--- config.mk ---
export PLATFORM = sky130hd
export DESIGN_NAME = forth_style_data_stack_unit
export DESIGN_NICKNAME = d
export VERILOG_FILES = /design/src/hw/rtl/fsdu_pkg.sv /design/src/hw/rtl/fsdu_ram.sv /design/src/hw/rtl/fsdu_sequencer.sv /design/src/hw/rtl/fsdu_datapath.sv /design/src/hw/rtl/forth_style_data_stack_unit.sv
export VERILOG_INCLUDE_DIRS = /design/src /design/src/hw/rtl
export SDC_FILE = /design/constraint.sdc
export NUM_CORES = 1
export LEC_CHECK = 0
export BUFFER_PORTS_ARGS = -buffer_cell sky130_fd_sc_hd__buf_4
export CELL_PAD_IN_SITES_DETAIL_PLACEMENT = 1
export CELL_PAD_IN_SITES_GLOBAL_PLACEMENT = 1
export CORE_UTILIZATION = 49
export DETAILED_ROUTE_END_ITERATION = 10
export HOLD_SLACK_MARGIN = 0.15
export PLACE_DENSITY = 0.73
export SETUP_SLACK_MARGIN = 0.2
export SYNTH_ARGS = -nofsm -noshare
export SYNTH_HDL_FRONTEND = slang
export SYNTH_HIERARCHICAL = 1
export SYNTH_SLANG_ARGS = --single-unit
--- constraint.sdc ---
create_clock -name clk -period 5.06 [get_ports clk]
set_input_delay 0.253 -clock clk [delete_from_list [all_inputs] [get_ports clk]]
set_output_delay 0.253 -clock clk [all_outputs]
set_load 0.02 [all_outputs]
--- src/hw/rtl/forth_style_data_stack_unit_assert.svh ---
// assertion macros for the data stack unit
// used by the rtl files that carry concurrent checks, no other dependencies
`ifndef FORTH_STYLE_DATA_STACK_UNIT_ASSERT_SVH
`define FORTH_STYLE_DATA_STACK_UNIT_ASSERT_SVH

// condition holds at every clock edge out of reset
`define FSDU_ASSERT_ALWAYS(label, clk, rst_n, cond) \
  label: assert property (@(posedge clk) disable iff (!rst_n) (cond)) \
    else $error("data stack invariant violated");

// consequent holds in the same cycle as the antecedent
`define FSDU_ASSERT_IMP(label, clk, rst_n, ante, cons) \
  label: assert property (@(posedge clk) disable iff (!rst_n) (ante) |-> (cons)) \
    else $error("data stack implication violated");

`endif

--- src/hw/rtl/fsdu_pkg.sv ---
// shared constants, types and the microcode table of the data stack unit
// no dependencies; imported by every module of the block except fsdu_ram
`default_nettype none

package fsdu_pkg;

  localparam int STACK_DEPTH = 16;
  localparam int WORD_W      = 32;
  localparam int ADDR_W      = $clog2(STACK_DEPTH);
  localparam int SP_W        = $clog2(STACK_DEPTH + 1);
  localparam int KIND_W      = 3;
  localparam int STATUS_W    = 2;
  localparam int UPC_W       = 5;

  typedef enum logic [KIND_W-1:0] {
    K_PUSH, K_DROP, K_SWAP, K_OVER, K_ROT, K_MAX, K_MIN
  } kind_t;

  typedef enum logic [STATUS_W-1:0] {
    ST_OK, ST_UNDER, ST_OVER
  } status_t;

  typedef enum logic [UPC_W-1:0] {
    U_IDLE,
    U_PUSH,
    U_DROP,
    U_SWAP0, U_SWAP1, U_SWAP2, U_SWAP3,
    U_OVER0, U_OVER1,
    U_ROT0, U_ROT1, U_ROT2, U_ROT3, U_ROT4, U_ROT5,
    U_RED0, U_RED1, U_RED2, U_RED3, U_REDW,
    U_TOP0, U_TOP1
  } ucode_addr_t;

  typedef enum logic [2:0] {
    A_SP, A_SPM1, A_SPM2, A_SPM3, A_IDXM1, A_ZERO
  } addr_sel_t;

  typedef enum logic [2:0] {
    WD_VAL, WD_RDATA, WD_A, WD_B, WD_BEST
  } wdata_sel_t;

  typedef enum logic [1:0] {
    BEST_HOLD, BEST_LOAD, BEST_CMP
  } best_op_t;

  typedef enum logic [1:0] {
    SP_HOLD, SP_INC, SP_DEC, SP_ONE
  } sp_op_t;

  typedef enum logic [1:0] {
    IDX_HOLD, IDX_LOAD, IDX_DEC
  } idx_op_t;

  typedef enum logic [1:0] {
    J_NEXT, J_ALWAYS, J_IF_ZERO, J_IF_NZ
  } jump_t;

  // one control word per microcode step
  typedef struct packed {
    logic        rd_en;
    addr_sel_t   rd_sel;
    logic        wr_en;
    addr_sel_t   wr_sel;
    wdata_sel_t  wd_sel;
    logic        ld_a;
    logic        ld_b;
    best_op_t    best_op;
    sp_op_t      sp_op;
    idx_op_t     idx_op;
    jump_t       jmp;
    ucode_addr_t target;
    logic        emit;
  } ucw_t;

  // datapath flags seen by the sequencer
  typedef struct packed {
    logic cmd_ok;
    logic idx_zero;
    logic out_busy;
  } dp_flags_t;

  function automatic ucw_t ucode_rom(ucode_addr_t a);
    ucw_t w;
    w = '0;
    case (a)
      U_PUSH: begin
        w.wr_en = 1'b1; w.wr_sel = A_SP; w.wd_sel = WD_VAL;
        w.sp_op = SP_INC; w.jmp = J_ALWAYS; w.target = U_TOP0;
      end
      U_DROP: begin
        w.sp_op = SP_DEC; w.jmp = J_ALWAYS; w.target = U_TOP0;
      end
      U_SWAP0: begin
        w.rd_en = 1'b1; w.rd_sel = A_SPM1;
      end
      U_SWAP1: begin
        w.rd_en = 1'b1; w.rd_sel = A_SPM2; w.ld_a = 1'b1;
      end
      U_SWAP2: begin
        w.wr_en = 1'b1; w.wr_sel = A_SPM1; w.wd_sel = WD_RDATA;
      end
      U_SWAP3: begin
        w.wr_en = 1'b1; w.wr_sel = A_SPM2; w.wd_sel = WD_A;
        w.jmp = J_ALWAYS; w.target = U_TOP0;
      end
      U_OVER0: begin
        w.rd_en = 1'b1; w.rd_sel = A_SPM2;
      end
      U_OVER1: begin
        w.wr_en = 1'b1; w.wr_sel = A_SP; w.wd_sel = WD_RDATA;
        w.sp_op = SP_INC; w.jmp = J_ALWAYS; w.target = U_TOP0;
      end
      U_ROT0: begin
        w.rd_en = 1'b1; w.rd_sel = A_SPM1;
      end
      U_ROT1: begin
        w.rd_en = 1'b1; w.rd_sel = A_SPM2; w.ld_a = 1'b1;
      end
      U_ROT2: begin
        w.rd_en = 1'b1; w.rd_sel = A_SPM3; w.ld_b = 1'b1;
      end
      U_ROT3: begin
        w.wr_en = 1'b1; w.wr_sel = A_SPM1; w.wd_sel = WD_RDATA;
      end
      U_ROT4: begin
        w.wr_en = 1'b1; w.wr_sel = A_SPM2; w.wd_sel = WD_A;
      end
      U_ROT5: begin
        w.wr_en = 1'b1; w.wr_sel = A_SPM3; w.wd_sel = WD_B;
        w.jmp = J_ALWAYS; w.target = U_TOP0;
      end
      U_RED0: begin
        w.rd_en = 1'b1; w.rd_sel = A_SPM1; w.idx_op = IDX_LOAD;
      end
      U_RED1: begin
        w.best_op = BEST_LOAD; w.jmp = J_IF_ZERO; w.target = U_REDW;
      end
      U_RED2: begin
        w.rd_en = 1'b1; w.rd_sel = A_IDXM1; w.idx_op = IDX_DEC;
      end
      U_RED3: begin
        w.best_op = BEST_CMP; w.jmp = J_IF_NZ; w.target = U_RED2;
      end
      U_REDW: begin
        w.wr_en = 1'b1; w.wr_sel = A_ZERO; w.wd_sel = WD_BEST;
        w.sp_op = SP_ONE;
      end
      U_TOP0: begin
        w.rd_en = 1'b1; w.rd_sel = A_SPM1;
      end
      U_TOP1: begin
        w.emit = 1'b1; w.jmp = J_ALWAYS; w.target = U_IDLE;
      end
      default: begin
        w = '0;
      end
    endcase
    return w;
  endfunction

endpackage

`default_nettype wire

--- src/hw/rtl/fsdu_ram.sv ---
// generic single-port-write, single-port-read ram with registered read data
// no dependencies
`default_nettype none

module fsdu_ram #(
  parameter int WIDTH = 32,
  parameter int DEPTH = 16,
  localparam int AW = $clog2(DEPTH)
) (
  input  wire logic             clk,
  input  wire logic             we,
  input  wire logic [AW-1:0]    waddr,
  input  wire logic [WIDTH-1:0] wdata,
  input  wire logic             re,
  input  wire logic [AW-1:0]    raddr,
  output logic      [WIDTH-1:0] rdata
);

  logic [WIDTH-1:0] mem_r [DEPTH];
  logic [WIDTH-1:0] rdata_r;

  always_ff @(posedge clk) begin
    if (we) begin
      mem_r[waddr] <= wdata;
    end
    if (re) begin
      rdata_r <= mem_r[raddr];
    end
  end

  assign rdata = rdata_r;

endmodule

`default_nettype wire

--- src/hw/rtl/fsdu_sequencer.sv ---
// microcode sequencer: step counter, command dispatch and conditional jumps
// depends on fsdu_pkg for the step encoding and the control word table
`default_nettype none

module fsdu_sequencer import fsdu_pkg::*; (
  input  wire logic              clk,
  input  wire logic              rst_n,
  input  wire logic              in_valid,
  input  wire logic [KIND_W-1:0] in_kind,
  input  wire dp_flags_t         flags,
  output logic                   in_stall,
  output ucw_t                   ctl
);

  ucode_addr_t upc_r;
  ucode_addr_t upc_nxt;
  ucode_addr_t upc_inc;
  ucode_addr_t entry;

  assign ctl      = ucode_rom(upc_r);
  assign in_stall = (upc_r != U_IDLE);
  assign upc_inc  = ucode_addr_t'(UPC_W'(upc_r) + UPC_W'(1));

  // entry step of the routine for the incoming command
  always_comb begin
    entry = U_TOP0;
    if (flags.cmd_ok) begin
      case (kind_t'(in_kind))
        K_PUSH:  entry = U_PUSH;
        K_DROP:  entry = U_DROP;
        K_SWAP:  entry = U_SWAP0;
        K_OVER:  entry = U_OVER0;
        K_ROT:   entry = U_ROT0;
        K_MAX:   entry = U_RED0;
        K_MIN:   entry = U_RED0;
        default: entry = U_TOP0;
      endcase
    end
  end

  always_comb begin
    upc_nxt = upc_r;
    if (upc_r == U_IDLE) begin
      if (in_valid) begin
        upc_nxt = entry;
      end
    end else if (!(ctl.emit && flags.out_busy)) begin
      case (ctl.jmp)
        J_NEXT:    upc_nxt = upc_inc;
        J_ALWAYS:  upc_nxt = ctl.target;
        J_IF_ZERO: upc_nxt = flags.idx_zero ? ctl.target : upc_inc;
        J_IF_NZ:   upc_nxt = flags.idx_zero ? upc_inc : ctl.target;
        default:   upc_nxt = U_IDLE;
      endcase
    end
  end

  always_ff @(posedge clk) begin
    if (!rst_n) begin
      upc_r <= U_IDLE;
    end else begin
      upc_r <= upc_nxt;
    end
  end

endmodule

`default_nettype wire

--- src/hw/rtl/fsdu_datapath.sv ---
// stack datapath: stack pointer, scratch registers, stack ram and result register
// depends on fsdu_pkg, fsdu_ram and the assertion macro header
`default_nettype none
`include "forth_style_data_stack_unit_assert.svh"

module fsdu_datapath import fsdu_pkg::*; (
  input  wire logic                clk,
  input  wire logic                rst_n,
  input  wire logic                accept,
  input  wire logic [KIND_W-1:0]   in_kind,
  input  wire logic [WORD_W-1:0]   in_push_value,
  input  wire ucw_t                ctl,
  input  wire logic                out_stall,
  output dp_flags_t                flags,
  output logic                     out_valid,
  output logic [WORD_W-1:0]        out_top_value,
  output logic [SP_W-1:0]          out_depth_now,
  output logic [STATUS_W-1:0]      out_status
);

  logic [SP_W-1:0]   sp_r, sp_nxt;
  logic [ADDR_W-1:0] idx_r;
  logic [WORD_W-1:0] a_r, b_r, best_r, val_r;
  kind_t             kind_r;
  status_t           st_r, st_now;
  logic              out_valid_r;
  logic [WORD_W-1:0] out_top_r;
  logic [SP_W-1:0]   out_depth_r;
  status_t           out_status_r;

  logic [ADDR_W-1:0] raddr, waddr;
  logic [WORD_W-1:0] wdata, rdata;
  logic              take;
  logic              out_busy;
  logic              fire;
  logic              wr_at_sp;

  function automatic logic [ADDR_W-1:0] addr_of(addr_sel_t sel, logic [SP_W-1:0] sp,
                                                logic [ADDR_W-1:0] idx);
    logic [ADDR_W-1:0] a;
    case (sel)
      A_SP:    a = sp[ADDR_W-1:0];
      A_SPM1:  a = ADDR_W'(sp - SP_W'(1));
      A_SPM2:  a = ADDR_W'(sp - SP_W'(2));
      A_SPM3:  a = ADDR_W'(sp - SP_W'(3));
      A_IDXM1: a = idx - ADDR_W'(1);
      default: a = '0;
    endcase
    return a;
  endfunction

  // underflow is checked before overflow
  function automatic status_t check_cmd(logic [KIND_W-1:0] k, logic [SP_W-1:0] sp);
    logic [1:0] need;
    logic       grows;
    need  = 2'd0;
    grows = 1'b0;
    case (kind_t'(k))
      K_PUSH:  grows = 1'b1;
      K_DROP:  need = 2'd1;
      K_SWAP:  need = 2'd2;
      K_OVER:  begin need = 2'd2; grows = 1'b1; end
      K_ROT:   need = 2'd3;
      K_MAX:   need = 2'd1;
      K_MIN:   need = 2'd1;
      default: need = 2'd0;
    endcase
    if (sp < SP_W'(need)) begin
      return ST_UNDER;
    end else if (grows && (sp >= SP_W'(STACK_DEPTH))) begin
      return ST_OVER;
    end
    return ST_OK;
  endfunction

  assign st_now   = check_cmd(in_kind, sp_r);
  assign raddr    = addr_of(ctl.rd_sel, sp_r, idx_r);
  assign waddr    = addr_of(ctl.wr_sel, sp_r, idx_r);
  assign out_busy = out_valid_r && out_stall;
  assign fire     = ctl.emit && !out_busy;
  assign wr_at_sp = ctl.wr_en && (ctl.wr_sel == A_SP);

  assign flags.cmd_ok   = (st_now == ST_OK);
  assign flags.idx_zero = (idx_r == '0);
  assign flags.out_busy = out_busy;

  always_comb begin
    case (ctl.wd_sel)
      WD_VAL:   wdata = val_r;
      WD_RDATA: wdata = rdata;
      WD_A:     wdata = a_r;
      WD_B:     wdata = b_r;
      WD_BEST:  wdata = best_r;
      default:  wdata = '0;
    endcase
  end

  // signed compare against the running best, direction from the command
  assign take = (kind_r == K_MAX) ? ($signed(rdata) > $signed(best_r))
                                  : ($signed(rdata) < $signed(best_r));

  always_comb begin
    case (ctl.sp_op)
      SP_INC:  sp_nxt = sp_r + SP_W'(1);
      SP_DEC:  sp_nxt = sp_r - SP_W'(1);
      SP_ONE:  sp_nxt = SP_W'(1);
      default: sp_nxt = sp_r;
    endcase
  end

  fsdu_ram #(
    .WIDTH (WORD_W),
    .DEPTH (STACK_DEPTH)
  ) u_stack_ram (
    .clk   (clk),
    .we    (ctl.wr_en),
    .waddr (waddr),
    .wdata (wdata),
    .re    (ctl.rd_en),
    .raddr (raddr),
    .rdata (rdata)
  );

  always_ff @(posedge clk) begin
    if (!rst_n) begin
      sp_r        <= '0;
      out_valid_r <= 1'b0;
    end else begin
      sp_r <= sp_nxt;
      if (fire) begin
        out_valid_r <= 1'b1;
      end else if (out_valid_r && !out_stall) begin
        out_valid_r <= 1'b0;
      end
    end
  end

  always_ff @(posedge clk) begin
    if (accept) begin
      kind_r <= kind_t'(in_kind);
      val_r  <= in_push_value;
      st_r   <= st_now;
    end
    if (ctl.ld_a) begin
      a_r <= rdata;
    end
    if (ctl.ld_b) begin
      b_r <= rdata;
    end
    case (ctl.idx_op)
      IDX_LOAD: idx_r <= ADDR_W'(sp_r - SP_W'(1));
      IDX_DEC:  idx_r <= idx_r - ADDR_W'(1);
      default:  idx_r <= idx_r;
    endcase
    case (ctl.best_op)
      BEST_LOAD: best_r <= rdata;
      BEST_CMP:  if (take) best_r <= rdata;
      default:   best_r <= best_r;
    endcase
    if (fire) begin
      out_top_r    <= (sp_r == '0) ? '0 : rdata;
      out_depth_r  <= sp_r;
      out_status_r <= st_r;
    end
  end

  assign out_valid     = out_valid_r;
  assign out_top_value = out_top_r;
  assign out_depth_now = out_depth_r;
  assign out_status    = out_status_r;

  `FSDU_ASSERT_ALWAYS(a_sp_range, clk, rst_n, sp_r <= SP_W'(STACK_DEPTH))
  `FSDU_ASSERT_IMP(a_no_push_full, clk, rst_n, wr_at_sp, sp_r < SP_W'(STACK_DEPTH))
  `FSDU_ASSERT_IMP(a_idx_dec_nz, clk, rst_n, ctl.idx_op == IDX_DEC, idx_r != '0)
  `FSDU_ASSERT_IMP(a_sp_change_ok, clk, rst_n, ctl.sp_op != SP_HOLD, st_r == ST_OK)

endmodule

`default_nettype wire

--- src/hw/rtl/forth_style_data_stack_unit.sv ---
// bounded data stack, one command per transaction, one result transaction each
// steps per command (at most one ram access each): push/drop 3, over 4, swap 6, rot 8, error 2,
// max/min 2*n+3 at depth n; the result step waits while the previous result is stalled
// a new command is taken only in the cycle after the last step, the result register holds meanwhile
// synchronous active-low reset empties the stack and drops result valid; ram and result values stay
// depends on fsdu_pkg, fsdu_sequencer and fsdu_datapath
`default_nettype none

module forth_style_data_stack_unit import fsdu_pkg::*; (
  input  wire logic                clk,
  input  wire logic                rst_n,
  input  wire logic                in_valid,
  output logic                     in_stall,
  input  wire logic [KIND_W-1:0]   in_kind,
  input  wire logic [WORD_W-1:0]   in_push_value,
  output logic                     out_valid,
  input  wire logic                out_stall,
  output logic [WORD_W-1:0]        out_top_value,
  output logic [SP_W-1:0]          out_depth_now,
  output logic [STATUS_W-1:0]      out_status
);

  ucw_t      ctl;
  dp_flags_t flags;
  logic      accept;

  assign accept = in_valid && !in_stall;

  fsdu_sequencer u_seq (
    .clk      (clk),
    .rst_n    (rst_n),
    .in_valid (in_valid),
    .in_kind  (in_kind),
    .flags    (flags),
    .in_stall (in_stall),
    .ctl      (ctl)
  );

  fsdu_datapath u_dp (
    .clk           (clk),
    .rst_n         (rst_n),
    .accept        (accept),
    .in_kind       (in_kind),
    .in_push_value (in_push_value),
    .ctl           (ctl),
    .out_stall     (out_stall),
    .flags         (flags),
    .out_valid     (out_valid),
    .out_top_value (out_top_value),
    .out_depth_now (out_depth_now),
    .out_status    (out_status)
  );

endmodule

`default_nettype wire

==> results.md <==
* Number of inserted diodes at 0
* Area inside the core boundary at 59400 um2
* Maximum achievable frequency at 0.223 GHz
* Worst Setup End Kind: flop
* Clock Root Buffer: sky130_fd_sc_hd__clkbuf_16
* Cell count after synthesis at 1613
* Global-route wire length before repair at 108000 um
* Violations in the final reports: DRC
* Via count of the first global-routing pass at 17100
* Post-synth design cell area at 29600 um2
* Static leakage at 11.1 nW
* Vias at 16000
* Clk sink count at 731
* Data arrival time of the critical path at 4800 ps
* Die width at 248 um
* Worst Clk Skew at 26.5 ps
* Final worst-path cycle share at 88.7%
* Maximum clock insertion buffer count at 3
* Final Critical Period at 4490 ps
* Worst Setup Path Type: reg -> reg
* Number of hold-slack violations in the final timing report at 0
* Die outline area at 61400 um2
* Number of max-capacitance violations reported at 0
* Post-route core utilization at 57.7%
* Residual DRC count at 6
* I/O pin count at 80
* CTS tree: built
* Path category of the worst min-delay check: in -> reg
* Layout overhead on the synthesized area at 15.7%
* Starting DRC count in detailed routing at 1468
* End point of the critical path: u_dp/u_stack_ram/mem_r[5][7]
* Peak supply drop at 0.515 mV
* Required time of the critical path at 5370 ps
* RR Endpoint: u_dp/u_stack_ram/mem_r[5][7]
* Max-slew violation count at 0
* Worst slew pin tran at 1260 ps
* Setup crit start kind: flop
* Worst-case reg-to-reg path depth at 8
* Number of buffers inserted by port buffering at 79
* Detailed Route WL at 73100 um
* Router iterations before antenna repair at 10
* Remaining number of nets flagged by the antenna check after routing at 0
* Largest fanout on the critical path at 20
* Fraction of final layout cells sized beyond drive strength 1 at 22.6%
* Launching instance or port of the critical path: u_seq/upc_r[0]
* Max-Slew Margin vs Limit at 15.9%
* Worst hold-check slack at 352 ps
* Number of warnings issued by yosys at 6
* Clock slew at the register clock pins of the worst setup and hold paths at 60 ps
* TritonCTS Buffers at 75
* Synthesized netlist net count at 1698
* Clock latency at the later pin of the worst-skew pair at 620 ps
* Outcome: finished, violations left
* Unrepaired setup endpoints after global routing: false
* Pin count of the biggest net entering global routing at 72
* Power per cell area at 676 nW/um2
* Number of antenna violations at the first check in global routing at 1
* Synthesized area divided by synthesized cell count at 18.3 um2
* Routed wirelength normalized by instance count at 28.1 um
* Count of final setup violators at 0
* All-layer global routing usage at 24.4%
* Std cell rows at 89
* Routed vias/inst at 6.15
* Gp weighted congestion at 0.821
* Residual overflow from global routing at 0
* Number of H-tree levels at 3
* Source of the worst register-to-register timing path: u_seq/upc_r[0]
* Chip Height at 248 um
* Layout filler cell count at 5201
* Total number of nets in the final design at 1855
* Setup_tns at 0 ps
* HPWL after DPL at 43900 um
* Reg-to-reg setup timing slack at 570 ps
* Starting utilization of the core area at 49.9%
==> worst min path at each step <==
stage,startpoint,endpoint,slack [ps],depth (start not counted)
CTS,in_push_value[0],u_dp/val_r[0],330,2
detailed placement,in_push_value[29],u_dp/val_r[29],430,1
finish,in_push_value[11],u_dp/val_r[11],350,2
floorplan,in_kind[0],u_dp/kind_r[0],350,0
global placement,in_push_value[10],u_dp/val_r[10],430,1
global route,in_push_value[17],u_dp/val_r[17],360,2
==> timing repair <==
action	CTS	global route
resized for setup	0	1
endpoints found under the hold margin	47	0
buffers inserted	0	0
hold buffers	38	0
endpoints found under the setup margin	0	38
==> flip-flops by register name, indices dropped and copies added, names as in the netlist, 3 cells and up <==
register,count
u_dp/a_r,32
u_dp/b_r,32
u_dp/best_r,32
u_dp/idx_r,4
u_dp/kind_r,3
u_dp/out_depth_now,5
u_dp/out_top_value,32
u_dp/sp_r,5
u_dp/u_stack_ram/mem_r,512
u_dp/u_stack_ram/rdata,32
u_dp/val_r,32
u_seq/upc_r,5
==> worst max-delay path: stages (launching register included) <==
cell	delay, ps
sky130_fd_sc_hd__dfxtp_1	430
sky130_fd_sc_hd__ha_1	460
sky130_fd_sc_hd__nand2b_1	220
sky130_fd_sc_hd__nor2_1	750
sky130_fd_sc_hd__nand2_1	250
sky130_fd_sc_hd__o22ai_1	750
sky130_fd_sc_hd__nand2b_1	460
sky130_fd_sc_hd__nor2_4	580
sky130_fd_sc_hd__buf_12	270
==> cell type report <==
cell class                 count  area (um2)  share of cell area, %
clock inverter                37         393                   1.15
multi-input combinational    742        7380                   21.6
clock buffer                  96        2000                   5.84
inverter                      53         199                  0.581
sequential                   731       21800                   63.8
tap                          773         967                   2.83
timing repair buffer         167        1450                   4.23
==> through the flow <==
| stage | area (um2) | worst slack [ps] | cells | power [W] |
|---|---|---|---|---|
| after floorplan | 29600 | 294 | 1613 | 0.0148 |
| final | 34200 | 571 | 2599 | 0.0232 |
| after global placement | 31500 | 773 | 2428 | 0.0174 |
| after detailed placement | 31500 | 508 | 2428 | 0.0177 |
| after CTS | 34200 | 482 | 2599 | 0.0232 |
| after global routing | 34200 | 265 | 2599 | 0.0242 |
==> report_power, final <==
part / internal (W) / switching, W / leakage, nW
sequential: 0.00866 / 0.000684 / 6.63
clock: 0.00316 / 0.00228 / 1.16
combinational: 0.00328 / 0.00509 / 3.31
total: 0.0151 / 0.00805 / 11.1
==> placed cells by master (no fill, tap or decap), types with 39 or more instances in the layout <==
cell and count:
sky130_fd_sc_hd__a22oi_1 64, sky130_fd_sc_hd__clkbuf_16 77, sky130_fd_sc_hd__nand2_1 98, sky130_fd_sc_hd__edfxtp_1 720, sky130_fd_sc_hd__ha_1 46, sky130_fd_sc_hd__a21oi_1 39
sky130_fd_sc_hd__mux4_2 129, sky130_fd_sc_hd__o21ai_0 54, sky130_fd_sc_hd__buf_4 121, sky130_fd_sc_hd__inv_1 51
==> layer usage <==
layer	vias to the layer above	routed length, um	GRT usage, %
met5	-	0	0
met4	0	1720	7.89
met3	108	5510	4.34
met2	624	35100	39.4
met1	8422	30800	33.7
li1	6828	-	-
Power figures use the tool's default switching activity.
